[src/rtl/sdd_pkg.sv]
// Package with the shared types and constants of the value-to-digits block.
`timescale 1ns / 1ps

package sdd_pkg;

  localparam int MagW = 14;
  localparam int QuoW = 10;
  localparam int DigitCount = 4;
  localparam int CountW = 2;
  localparam int FifoDepth = 2;
  localparam int RecipShift = 16;

  localparam logic signed [15:0] DispMin = -16'sd999;
  localparam logic signed [15:0] DispMax = 16'sd9999;
  localparam logic [5:0] MinusCode = 6'h0A;
  localparam logic [5:0] DigitBase = 6'h30;
  localparam logic [12:0] Recip10 = 13'd6554;
  localparam logic [CountW-1:0] LastDigit = 2'd3;

  typedef struct packed {
    logic neg;
    logic [MagW-1:0] mag;
  } item_t;

endpackage

[src/rtl/sdd_front.sv]
// Front end: takes a value beat, clamps it and splits it into sign and magnitude.
`timescale 1ns / 1ps

module sdd_front (
  input  logic               clk_i,
  input  logic               rst_ni,
  input  logic               start,
  output logic               busy,
  input  logic signed [15:0] value_in_i,
  output logic               push_o,
  output sdd_pkg::item_t     item_o,
  input  logic               full_i
);
  import sdd_pkg::*;

  logic              valid_q, valid_d;
  item_t             item_q, item_d;
  logic signed [15:0] clamped;
  logic              load;

  always_comb begin
    priority if (value_in_i < DispMin) begin
      clamped = DispMin;
    end else if (value_in_i > DispMax) begin
      clamped = DispMax;
    end else begin
      clamped = value_in_i;
    end
  end

  always_comb begin
    logic [15:0] abs_val;
    abs_val = clamped[15] ? 16'(-clamped) : 16'(clamped);
    item_d.neg = clamped[15];
    item_d.mag = abs_val[MagW-1:0];
  end

  assign push_o = valid_q && !full_i;
  assign busy = valid_q && full_i;
  assign load = start && !busy;
  assign valid_d = load ? 1'b1 : (push_o ? 1'b0 : valid_q);

  always_ff @(posedge clk_i or negedge rst_ni) begin
    if (!rst_ni) begin
      valid_q <= 1'b0;
    end else begin
      valid_q <= valid_d;
    end
  end

  always_ff @(posedge clk_i) begin
    if (load) begin
      item_q <= item_d;
    end
  end

  assign item_o = item_q;

endmodule

[src/rtl/sdd_fifo.sv]
// Two-entry queue that decouples the front end from the digit back end.
`timescale 1ns / 1ps

module sdd_fifo (
  input  logic           clk_i,
  input  logic           rst_ni,
  input  logic           push_i,
  input  sdd_pkg::item_t item_i,
  output logic           full_o,
  input  logic           pop_i,
  output logic           valid_o,
  output sdd_pkg::item_t item_o
);
  import sdd_pkg::*;

  item_t      mem_q [FifoDepth];
  logic       wr_ptr_q, rd_ptr_q;
  logic [1:0] cnt_q, cnt_d;

  assign full_o = (cnt_q == 2'(FifoDepth));
  assign valid_o = (cnt_q != 2'd0);
  assign item_o = mem_q[rd_ptr_q];

  always_comb begin
    cnt_d = cnt_q;
    if (push_i && !pop_i) begin
      cnt_d = cnt_q + 2'd1;
    end else if (pop_i && !push_i) begin
      cnt_d = cnt_q - 2'd1;
    end
  end

  always_ff @(posedge clk_i or negedge rst_ni) begin
    if (!rst_ni) begin
      wr_ptr_q <= 1'b0;
      rd_ptr_q <= 1'b0;
      cnt_q <= 2'd0;
    end else begin
      cnt_q <= cnt_d;
      if (push_i) begin
        wr_ptr_q <= !wr_ptr_q;
      end
      if (pop_i) begin
        rd_ptr_q <= !rd_ptr_q;
      end
    end
  end

  always_ff @(posedge clk_i) begin
    if (push_i) begin
      mem_q[wr_ptr_q] <= item_i;
    end
  end

endmodule

[src/rtl/sdd_back.sv]
// Back end: peels off one decimal digit per cycle and drives the digit writes.
`timescale 1ns / 1ps

module sdd_back (
  input  logic           clk_i,
  input  logic           rst_ni,
  input  logic           valid_i,
  input  sdd_pkg::item_t item_i,
  output logic           pop_o,
  output logic           strobe_o,
  output logic [2:0]     digit_register_o,
  output logic [5:0]     digit_data_o,
  output logic           last_write_o
);
  import sdd_pkg::*;

  logic              active_q, active_d;
  logic [CountW-1:0] count_q, count_d;
  logic [MagW-1:0]   mag_q, mag_d;
  logic              neg_q, neg_d;
  logic [26:0]       prod;
  logic [QuoW-1:0]   quo;
  logic [MagW-1:0]   rem_full;
  logic [5:0]        data_d;
  logic              strobe_q;
  logic [2:0]        reg_q;
  logic [5:0]        data_q;
  logic              last_q;
  logic              at_last;

  assign at_last = (count_q == LastDigit);
  assign pop_o = valid_i && (!active_q || at_last);

  assign prod = 27'(mag_q) * 27'(Recip10);
  assign quo = prod[RecipShift +: QuoW];
  assign rem_full = mag_q - (MagW'(quo) * MagW'(10));

  always_comb begin
    if (at_last && neg_q) begin
      data_d = MinusCode;
    end else begin
      data_d = DigitBase + {2'b00, rem_full[3:0]};
    end
  end

  always_comb begin
    active_d = active_q;
    count_d = count_q;
    mag_d = mag_q;
    neg_d = neg_q;
    if (active_q) begin
      count_d = count_q + 2'd1;
      mag_d = MagW'(quo);
      if (at_last) begin
        active_d = 1'b0;
      end
    end
    if (pop_o) begin
      active_d = 1'b1;
      count_d = '0;
      mag_d = item_i.mag;
      neg_d = item_i.neg;
    end
  end

  always_ff @(posedge clk_i or negedge rst_ni) begin
    if (!rst_ni) begin
      active_q <= 1'b0;
      count_q <= '0;
      strobe_q <= 1'b0;
      last_q <= 1'b0;
    end else begin
      active_q <= active_d;
      count_q <= count_d;
      strobe_q <= active_q;
      last_q <= active_q && at_last;
    end
  end

  always_ff @(posedge clk_i) begin
    mag_q <= mag_d;
    neg_q <= neg_d;
    reg_q <= {1'b0, count_q} + 3'd1;
    data_q <= data_d;
  end

  assign strobe_o = strobe_q;
  assign digit_register_o = reg_q;
  assign digit_data_o = data_q;
  assign last_write_o = last_q;

endmodule

[src/rtl/signed_value_to_display_digits.sv]
// Top level of the signed value to display digit writes converter.
//
//   Channel   Direction  Handshake         Payload
//   command   in         start, busy       value_in_i (16 bit signed)
//   digits    out        strobe_o          digit_register_o, digit_data_o, last_write_o
//
// Each value gives four digit beats on consecutive cycles, register 1 first.
// A new value can be taken every cycle until the queue fills; sustained, the single digit
// extraction unit in the back end takes a new value only as it computes the last digit.
// An accepted value passes the front register, the queue and the back end's registers.
// Reset clears the valid flags, queue pointers and digit counter; the receiver
// cannot stall, so busy rises only when the front register and queue are full.
`timescale 1ns / 1ps

module signed_value_to_display_digits (
  input  logic               clk_i,
  input  logic               rst_ni,
  input  logic               start,
  output logic               busy,
  input  logic signed [15:0] value_in_i,
  output logic               strobe_o,
  output logic [2:0]         digit_register_o,
  output logic [5:0]         digit_data_o,
  output logic               last_write_o
);
  import sdd_pkg::*;

  logic  push, full, pop, q_valid;
  item_t front_item, q_item;

  sdd_front u_front (
    .clk_i      (clk_i),
    .rst_ni     (rst_ni),
    .start      (start),
    .busy       (busy),
    .value_in_i (value_in_i),
    .push_o     (push),
    .item_o     (front_item),
    .full_i     (full)
  );

  sdd_fifo u_fifo (
    .clk_i   (clk_i),
    .rst_ni  (rst_ni),
    .push_i  (push),
    .item_i  (front_item),
    .full_o  (full),
    .pop_i   (pop),
    .valid_o (q_valid),
    .item_o  (q_item)
  );

  sdd_back u_back (
    .clk_i            (clk_i),
    .rst_ni           (rst_ni),
    .valid_i          (q_valid),
    .item_i           (q_item),
    .pop_o            (pop),
    .strobe_o         (strobe_o),
    .digit_register_o (digit_register_o),
    .digit_data_o     (digit_data_o),
    .last_write_o     (last_write_o)
  );

endmodule

[config.mk]
export PLATFORM = sky130hd
export DESIGN_NAME = signed_value_to_display_digits
export DESIGN_NICKNAME = d
export VERILOG_FILES = /design/src/rtl/sdd_pkg.sv /design/src/rtl/sdd_front.sv /design/src/rtl/sdd_fifo.sv /design/src/rtl/sdd_back.sv /design/src/rtl/signed_value_to_display_digits.sv
export SDC_FILE = /design/constraint.sdc
export NUM_CORES = 1
export LEC_CHECK = 0
export BUFFER_PORTS_ARGS = -buffer_cell sky130_fd_sc_hd__buf_4
export CAP_MARGIN = 40
export CORE_MARGIN = 2
export CORE_UTILIZATION = 57
export DETAILED_ROUTE_END_ITERATION = 8
export PLACE_DENSITY = 0.78
export REMOVE_ABC_BUFFERS = 1
export SLEW_MARGIN = 20
export SYNTH_ARGS = -nofsm -noshare
export SYNTH_HDL_FRONTEND = slang
export SYNTH_SLANG_ARGS = --single-unit
[constraint.sdc]
create_clock -name clk_i -period 6.2 [get_ports clk_i]
set_input_delay 1.55 -clock clk_i [delete_from_list [all_inputs] [get_ports clk_i]]
set_output_delay 1.55 -clock clk_i [all_outputs]
set_load 0.01 [all_outputs]
==> impl_results.md <==
- Placed cell areas: 0.00679 mm²
- Final Non-Filler Cells: 772
- Antenna viol nets, final: 0
- Initial antenna violation count: 0
- Routability congestion estimate: 0.921
- Commonest cells after routing, fill and taps aside: 121 x inv_1, 95 x ha_1, 60 x edfxtp_1
- Synth async-reset ratio: 12.8%
- Total wire length: 12000 µm
- # rows: 38
- 1st-iter DRT viols: 257
- Worst-path clk slew: 0.08 ns
- Number of synthesized register bits: 78
- Final Max Tran Viols: 0
- Starting Density: 58.8%
- Max FO, Critical Path: 6
- Vias per inst: 5.51
- GRT Util Overall: 22.1%
- CTS H-tree lvls: 3
- Die Wd: 110 µm
- Final count of hold timing violations: 0
- Post-DP HPWL: 9890 µm
- Max_cap viols: 0
- Endpoints failing setup: 0
- Cells after DPL: 752
- Largest net degree at the start of global routing: 22
- CTS tree: yes
- Final core utilization: 64.9%
- Tightest Pin Transition: 0.794 ns
- Ports: 31
- YS warnings: 0
- CTS Buf Count: 9
- Arr. time, crit path: 6.16 ns
- Clock Path Buffers: 2
- Fin crit period: 5.88 ns
- Worst Setup End Kind: flop
- Outcome: complete, no violations
- Leading cell type in the layout, fill and taps excluded: inv_1
- Headroom to the max-slew limit: 47.0%
- GRT met3 Usage: 2.85%
- Ant diodes: 0
- Seq/Total Area, Yosys: 34.6%
- Syn_area_per_cell: 10.9 µm²
- Worst Hold Class: reg2reg
- Design area: 0.00707 mm²
- Setup crit start kind: flop
- CTS Sinks: 78
- Post-synthesis cell type count: 68
- Met1 usage: 26.3%
- Met2 Resource Use GR: 40.7%
- Setup Skew: 0.00869 ns
- # hold bufs at CTS: 0
- Die footprint: 0.0121 mm²
- Nets@finish: 790
- Clock Latency Late Sink: 0.35 ns
- Global route total overflow: 0
- Drt drc: 0
- Syn Std Cell Area: 0.00640 mm²
- Crit path kind: reg2reg
- Top FF cell, synth: edfxtp_1
- Fin crit share: 94.9%
- First-pass GRT wire length: 20400 µm
- Die Span Y: 110 µm
- Clock root buffer master: clkbuf_8
- Routed WL per cell: 15.6 µm
- Peak Freq: 0.170 GHz
- Number of global-route vias before repair: 4501
- Core area: 0.0109 mm²
- Share of cells above drive strength 1: 13.6%
- Synthesized instance count: 587
- TritonRoute pass-1 iters: 4
- Fin Setup TNS: 0 ns
- GR peak layer: met2
- Crit path required time: 6.48 ns
- I/O Buffers: 30
- Number of synthesized flops with an enable pin: 60
- Vias: 4257
- Area growth from synthesis to layout: 10.5%
sequential cells by signal, summed over array words and instances, names as in the netlist:
| signal | count |
|---|---|
| u_back.digit_data_o | 5 |
| u_back.neg_q | 1 |
| u_front.valid_q | 1 |
| u_fifo.cnt_q | 2 |
| u_fifo.wr_ptr_q | 1 |
| u_back.mag_q | 14 |
| u_front.item_o | 15 |
| u_back.active_q | 1 |
| u_fifo.mem_q | 30 |
| u_back.last_write_o | 1 |
| u_back.count_q | 2 |
| u_back.strobe_o | 1 |
| u_fifo.rd_ptr_q | 1 |
| u_back.digit_register_o | 3 |
final cells by class:
class | instances | area [µm²]
multi-input combinational | 376 | 3730
inverter | 121 | 454
clock buffer | 14 | 174
timing repair buffer | 41 | 308
sequential | 78 | 2210
clock inverter | 2 | 13.8
fill | 856 | 3820
tap | 140 | 175
routing by layer:
layer	vias to the layer above	routed length, µm	part of all wire, %
li1	2087	-	-
met1	2051	4980	41
met2	98	6370	53
met3	21	430	3.6
met4	0	247	2.1
met5	-	0	0
cell usage after synthesis (all sizes together), types with 2 or more instances:
library cell / instances / area share (%)
edfxtp: 60 / 28
fa: 47 / 15
nand2b: 3 / 0.29
nand3: 8 / 0.63
nor4: 4 / 0.49
clkbuf: 4 / 0.23
and2: 8 / 0.78
nor3: 2 / 0.16
o311ai: 3 / 0.41
or3: 2 / 0.20
a2111oi: 2 / 0.27
o21ai: 15 / 1.2
nor3b: 2 / 0.23
a211oi: 8 / 0.94
nor2b: 8 / 0.78
nand2: 31 / 1.9
inv: 121 / 7.1
nand4: 5 / 0.49
o2111a: 2 / 0.35
ha: 97 / 19
buf: 8 / 0.70
mux2: 4 / 0.70
a21oi: 27 / 2.6
a31oi: 2 / 0.20
nor2: 24 / 1.4
or4: 3 / 0.41
o211ai: 4 / 0.63
mux2i: 9 / 1.4
dfxtp: 8 / 2.5
a21o: 8 / 0.96
and3: 8 / 0.80
dfrtp: 10 / 3.9
xnor2: 11 / 1.5
o211a: 3 / 0.47
xor2: 6 / 0.82
o21a: 2 / 0.23
path summary, 6_finish.rpt:
kind | from | endpoint | slack (ns) | cells past startpoint
max in group asynchronous | rst_ni | u_fifo.wr_ptr_q$_DFFE_PN0P_ | 5.04 | 1
worst max-delay path | u_back.mag_q[3]$_DFFE_PP_ | u_back.digit_data_o[3]$_SDFF_PP1_ | 0.32 | 21
worst min-delay path | u_back.active_q$_DFF_PN0_ | u_back.strobe_o$_DFF_PN0_ | 0.44 | 0
min in group asynchronous | rst_ni | u_back.count_q[1]$_DFFE_PN0P_ | 1.01 | 1
worst max register to register | u_back.mag_q[3]$_DFFE_PP_ | u_back.digit_data_o[3]$_SDFF_PP1_ | 0.32 | 21
worst min register to register | u_back.active_q$_DFF_PN0_ | u_back.strobe_o$_DFF_PN0_ | 0.44 | 0
stage by stage:
stage	worst slack [ns]	hold WS, ns
floorplan	0.268	0.412
global placement	0.246	0.422
detailed placement	0.0554	0.425
CTS	0.0158	0.441
global route	-0.00111	0.462
finish	0.318	0.441
repair_timing:
action,4_1_cts,5_1_grt
endpoints found under the setup margin,0,1
resized for setup,0,13
setup buffers,0,4
cells by family (layout without fill, tap and decap cells):
group / after synthesis / after routing / share of synthesized area, %
AOI/OAI and AO/OA: 91 / 91 / 10.3
xor gates and xnor gates: 17 / 17 / 2.33
adders and majority gates: 144 / 144 / 33.7
buffers and inverters: 133 / 178 / 8.04
DFF: 78 / 78 / 34.6
muxes: 13 / 13 / 2.11
and+or+nand+nor: 111 / 111 / 8.94
worst max-delay path, cell delays in order (launching register included):
cell,delay [ns]
edfxtp_1,0.41
buf_4,0.19
ha_1,0.32
inv_1,0.07
fa_1,0.54
inv_1,0.06
fa_1,0.50
fa_1,0.52
fa_1,0.51
ha_1,0.39
a21boi_2,0.20
o31a_1,0.33
nor2_2,0.11
ha_1,0.16
inv_1,0.05
fa_2,0.35
xnor2_2,0.17
nor2b_2,0.19
o21ai_1,0.14
o311ai_1,0.12
nor4_2,0.28
mux2i_1,0.20
Power is not shown: default switching activity piles up to over one toggle a cycle in this logic, so the estimate is an artifact.
